### config.mk
export PLATFORM = sky130hd
export DESIGN_NAME = rkcc_ctrl
export DESIGN_NICKNAME = d
export VERILOG_FILES = /design/src/rtl/rkcc_pkg.sv /design/src/rtl/rkcc_ctrl.sv
export SDC_FILE = /design/constraint.sdc
export NUM_CORES = 1
export LEC_CHECK = 0
export ABC_CLOCK_PERIOD_IN_PS = 7900
export BUFFER_PORTS_ARGS = -buffer_cell sky130_fd_sc_hd__buf_2
export CAP_MARGIN = 15
export CORE_MARGIN = 2
export CORE_UTILIZATION = 60
export DETAILED_ROUTE_END_ITERATION = 7
export PLACE_DENSITY = 0.78
export SLEW_MARGIN = 20
export SYNTH_ARGS = -nofsm -noshare
export SYNTH_HDL_FRONTEND = slang
export SYNTH_SLANG_ARGS = --single-unit
### constraint.sdc
create_clock -name clk -period 7.9 [get_ports clk]
set_input_delay 1.58 -clock clk [delete_from_list [all_inputs] [get_ports clk]]
set_output_delay 1.58 -clock clk [all_outputs]
set_load 0.05 [all_outputs]
### src/rtl/rkcc_pkg.sv
package rkcc_pkg;

  localparam int MAX_WIDTH_DEF   = 1024;
  localparam int KERNEL_SPAN_DEF = 5;

  localparam int PIX_W       = 8;
  localparam int PIX_MAX     = 255;
  localparam int CHAN        = 3;
  localparam int COEF_W      = 12;
  localparam int COEF_TAPS   = 5;
  localparam int COEF_RADIUS = (COEF_TAPS - 1) / 2;
  localparam int ROW_W       = COEF_TAPS * COEF_W;
  localparam int FRAC_W      = 4;
  localparam int FRAC_MAX    = 8;
  localparam int IMG_W_W     = 11;
  localparam int IMG_H_W     = 16;
  localparam int WIDTH_RESET  = 1024;
  localparam int HEIGHT_RESET = 1024;
  localparam int CFG_IDX_W   = 3;

  localparam int PROD_W = COEF_W + PIX_W + 1;
  localparam int SUM_W  = 26;

  typedef enum logic [CFG_IDX_W-1:0] {
    REG_COEF0,
    REG_COEF1,
    REG_COEF2,
    REG_COEF3,
    REG_COEF4,
    REG_FRAC,
    REG_WIDTH,
    REG_HEIGHT
  } reg_idx_t;

  typedef struct packed {
    logic [PIX_W-1:0] blue;
    logic [PIX_W-1:0] green;
    logic [PIX_W-1:0] red;
  } rgb_t;

  typedef logic [COEF_TAPS-1:0][ROW_W-1:0] coef_rows_t;

  typedef struct packed {
    logic emit;
    logic last;
  } tag_t;

endpackage

### src/rtl/rkcc_ctrl.sv
module rkcc_ctrl #(
  parameter int MAX_WIDTH   = rkcc_pkg::MAX_WIDTH_DEF,
  parameter int KERNEL_SPAN = rkcc_pkg::KERNEL_SPAN_DEF,
  localparam int RADIUS = (KERNEL_SPAN - 1) / 2,
  localparam int SPAN   = 2 * RADIUS + 1,
  localparam int COL_W  = $clog2(MAX_WIDTH),
  localparam int WID_W  = COL_W + 1
) (
  input  logic                         clk,
  input  logic                         rst,
  input  logic                         accept,
  input  logic                         filler,
  input  logic                         clear,
  input  logic [WID_W-1:0]             w_eff,
  input  logic [rkcc_pkg::IMG_H_W-1:0] h_eff,
  output logic                         advance,
  output rkcc_pkg::tag_t               tag,
  output logic [COL_W-1:0]             column,
  output logic [SPAN-1:0]              col_ok,
  output logic [SPAN-1:0]              row_ok
);

  import rkcc_pkg::*;

  localparam int DELAY_MAX = RADIUS * MAX_WIDTH + RADIUS;
  localparam int LEAD_W    = $clog2(DELAY_MAX + 1);
  localparam int XW        = WID_W + 1;
  localparam int YW        = IMG_H_W + 2;

  logic [COL_W-1:0]   in_column;
  logic [IMG_H_W:0]   in_row;
  logic [COL_W-1:0]   out_column;
  logic [IMG_H_W-1:0] out_row;
  logic [LEAD_W-1:0]  lead;

  logic [LEAD_W-1:0] delay;
  logic              in_frame;
  logic              primed;
  logic              in_col_last;
  logic              out_col_last;

  assign delay        = LEAD_W'(RADIUS * w_eff + RADIUS);
  assign in_frame     = in_row < (IMG_H_W + 1)'(h_eff);
  assign primed       = lead == delay;
  assign in_col_last  = {1'b0, in_column} == w_eff - WID_W'(1);
  assign out_col_last = {1'b0, out_column} == w_eff - WID_W'(1);

  assign advance  = !(in_frame && filler);
  assign tag.emit = advance && primed;
  assign tag.last = out_col_last && (out_row == h_eff - IMG_H_W'(1));
  assign column   = in_column;

  always_ff @(posedge clk) begin
    if (rst || clear) begin
      in_column  <= '0;
      in_row     <= '0;
      out_column <= '0;
      out_row    <= '0;
      lead       <= '0;
    end else if (accept && advance) begin
      if (tag.emit && tag.last) begin
        in_column  <= '0;
        in_row     <= '0;
        out_column <= '0;
        out_row    <= '0;
        lead       <= '0;
      end else begin
        if (in_col_last) begin
          in_column <= '0;
          in_row    <= in_row + 1'b1;
        end else begin
          in_column <= in_column + 1'b1;
        end
        if (!primed) begin
          lead <= lead + 1'b1;
        end
        if (tag.emit) begin
          if (out_col_last) begin
            out_column <= '0;
            out_row    <= out_row + 1'b1;
          end else begin
            out_column <= out_column + 1'b1;
          end
        end
      end
    end
  end

  // A tap is inside the frame when the center plus its offset lands in 0..size-1.
  for (genvar i = 0; i < SPAN; i++) begin : g_mask
    logic [XW-1:0] xs;
    logic [YW-1:0] ys;
    assign xs        = XW'(out_column) + XW'(i);
    assign ys        = YW'(out_row) + YW'(i);
    assign col_ok[i] = (xs >= XW'(RADIUS)) && (xs < XW'(w_eff) + XW'(RADIUS));
    assign row_ok[i] = (ys >= YW'(RADIUS)) && (ys < YW'(h_eff) + YW'(RADIUS));
  end

  a_in_column_range: assert property (@(posedge clk) disable iff (rst)
    {1'b0, in_column} < w_eff)
    else $error("input column outside the row");

  a_out_column_range: assert property (@(posedge clk) disable iff (rst)
    {1'b0, out_column} < w_eff)
    else $error("output column outside the row");

  a_frame_restart: assert property (@(posedge clk) disable iff (rst)
    accept && advance && tag.emit && tag.last |=>
      in_column == '0 && in_row == '0 && out_row == '0 && lead == '0)
    else $error("counters not cleared after the last pixel of a frame");

endmodule

==> results.ini <==
[outcome]
status=complete, no violations

[timing]
rsz0062_at_grt=false
max_freq_mhz=148.2
tightest_slew_ns=1.070
setup_viol_count_final=0
hold_viol=0
period_needed_ns=6.746
fin_tns_setup_ns=0
slew_violations=0
clock_skew_ns=0.006891
max_slew_margin=0.2865
fin_crit_sh=0.8539

[cts]
clk_latency_ns=0.34
ctsResizeCount=0
cts_sinks=65
cts.clk_slew.worst_paths_ns=0.05
h-tree-depth=3
clk_path_buf_depth=2
numCtsBuffers=9
cts_setup_buffers=0
hold_buffers=0
cts_tree=built
cts-root-buf=clkbuf_16

[placed_design]
place_congestion=0.9733
hpwl_microns=21660
io_buffers=54

[worst_setup_path]
critical_path_class=input port to output port
worstSetupEndpoint=row_ok[1]
cp.arrival_ns=5.17
crit_path_max_incr_delay_ns=0.54
r2r_end=in_row[3]
cp_cell_sequence=buf_2 > inv_1 > nor3_1 > and3_1 > nand3_1 > nor2b_1 > nand2_1 > xnor2_1 > ha_1 > a21o_1 > a211oi_1 > nor2b_1 > nor3_1 > a21oi_1 > buf_2
cp.required_ns=6.32
startpoint=h_eff[4]
rr_startpoint=out_column[4]
crit_slowest_cell=xnor2_1
crit_fanout=10
worst_setup_path_end_kind=output port
reg2regPathDepth=9
r2r_setup_slack_ns=4.24
start_kind=input port

[synthesis]
synth_adder_area_share=0.2190
ys_types=81
seq_area_frac_synth=0.1273
syn_inst=1339
synth.avg_cell_area_sq_um=7.636
synth_compound_area_frac=0.1739
ys_ff_latch=65
yosysWarnings=0
yosysTopAreaCell=ha_1
syn_nets=1550
synth_top_family_by_area=simple AND/OR/NAND/NOR gates
synthArstFlopShare=0
synth_edf_count=0
synthSimpleGateAreaFrac=0.2662
yosys.area_share.xor_xnor=0.1550
ys.flop_type=dfxtp_1
netlist.area_leader.share=0.2190
ys_top_cells_by_area=ha_1, dfxtp_1, xnor2_1
netlist_area_sq_um=10220
yosys-mux-area-fraction=0.008199

[route]
drtIter0Drc=809
vias_per_cell=6.302
drc=0
vias=9857
firstDrtPassIters=6
wire_per_inst_microns=17.99
drtAntennaViolNets=0
wirelength_microns=28140

[floorplan]
io_pins=55
die-area_sq_um=18100
dieHeight_microns=134.5
initial_core_util=0.6144
core_area_sq_um=16640
die_w_microns=134.5
num_rows=47

[hold_path]
min_path_type=register to register
hold-path-cell-count=2

[global_routing]
grt_pass1_vias=9172
antenna_found_initial=0
grt_usage=0.3082
grt_max_degree=26
overflow=0
grt_first_pass_wirelength_microns=45580

[power]
peakVddDrop_mv=0.1034
p_leak_nw=4.721
p_total_uw=945.0
power.density_nw_per_um2=87.28

[cells_and_area]
fin_nets=1550
diodes=0
area_growth_pct=5.886
final_layout_size_suffix_gt1_frac=0.08110

[job]
maxCapViolCount=0

where the power goes:
part           switching [mW]  internal, mW  total, mW
clock                   0.154         0.276      0.430
combinational           0.120        0.0658      0.186
sequential           0.000716         0.328      0.329
total                   0.275         0.670      0.945
how the worst min path moves through the flow:
stage	startpoint	to	slack (ns)
after floorplan	in_row[4]	in_row[4]	0.46
after detailed placement	in_row[4]	in_row[4]	0.51
after global placement	in_row[11]	in_row[11]	0.50
final	in_row[4]	in_row[4]	0.51
after global routing	in_row[4]	in_row[4]	0.53
after CTS	in_row[4]	in_row[4]	0.52
cells in the final DEF (no fill, tap or decap), types with 5 or more instances in the layout:
| master | instances |
|---|---|
| nor2b_1 | 20 |
| a211oi_1 | 12 |
| nor4b_1 | 6 |
| or2_2 | 6 |
| buf_2 | 54 |
| mux2i_1 | 5 |
| and3_1 | 22 |
| o21a_1 | 22 |
| nand2b_1 | 21 |
| o211ai_1 | 12 |
| a21o_1 | 19 |
| a21boi_0 | 5 |
| dfxtp_1 | 65 |
| a21oi_1 | 73 |
| nand3_1 | 61 |
| or4_1 | 9 |
| nand4b_1 | 5 |
| and4_1 | 6 |
| nand2_1 | 111 |
| buf_4 | 5 |
| a31oi_1 | 7 |
| xnor2_1 | 130 |
| ha_1 | 179 |
| nand4_1 | 37 |
| clkbuf_16 | 9 |
| or3_1 | 5 |
| o21bai_1 | 5 |
| inv_1 | 59 |
| and2_1 | 7 |
| xor2_1 | 51 |
| a22o_1 | 6 |
| nor3_1 | 46 |
| nor4_1 | 24 |
| o21ai_0 | 64 |
| nor2_1 | 87 |
metrics by stage:
step	cell area, sq um	util	setup slack, ns	cells	hold slack, ns
4_1_cts	10830	0.6506	1.266	1564	0.5177
5_1_grt	10830	0.6506	0.8662	1564	0.5331
3_3_place_gp	10510	0.6318	1.336	1548	0.4988
6_report	10830	0.6506	1.154	1564	0.5140
3_5_place_dp	10510	0.6318	1.284	1548	0.5101
2_1_floorplan	10220	-	1.145	1339	0.4623
per-layer routing:
layer,share of wire,routed length (microns),vias to the layer above,global-route usage
li1,-,-,4833,-
met1,0.46,13040,4582,0.4299
met2,0.45,12660,388,0.5054
met3,0.067,1884,54,0.03416
met4,0.020,556,0,0.08363
met5,0,0,-,0
synthesized netlist by cell type, types with 21 or more instances:
master and n:
nor3_1 46, nor4_1 24, inv_1 59, o21a_1 22, nor2_1 87, and3_1 22, xnor2_1 130, nand4_1 37
clkbuf_1 46, o21ai_0 64, dfxtp_1 65, nand3_1 61, ha_1 179, nand2b_1 21, a21oi_1 73, nand2_1 111
xor2_1 51
area by class of cell:
cell class	instances	area, sq um
multi-input cells	1145	8408
fillers	1444	5816
flip-flops and latches	65	1301
repair buffers	59	307.8
well taps	220	275.3
clock buffers	11	232.7
inverters	59	221.5
clock inverters	5	80.08
critical path, delay by kind of cell:
family	cells	cell delay, ns
buffers and inverters	3	0.61
adders and majority gates	1	0.37
xor gates and xnor gates	1	0.54
and+or+nand+nor	7	1.35
AOI/OAI and AO/OA	3	0.71
registers in the layout, indices dropped and copies added (netlist names):
| name | count |
|---|---|
| out_column | 10 |
| in_row | 17 |
| lead | 12 |
| column | 10 |
| out_row | 16 |
logic make-up after synthesis:
| logic type | after synthesis |
|---|---|
| DFF | 65 |
| buffers and inverters | 129 |
| muxes | 8 |
| AOI/OAI and AO/OA | 273 |
| xor gates and xnor gates | 181 |
| adders and majority gates | 179 |
| and+or+nand+nor | 504 |
(Power assumes the default switching activity.)
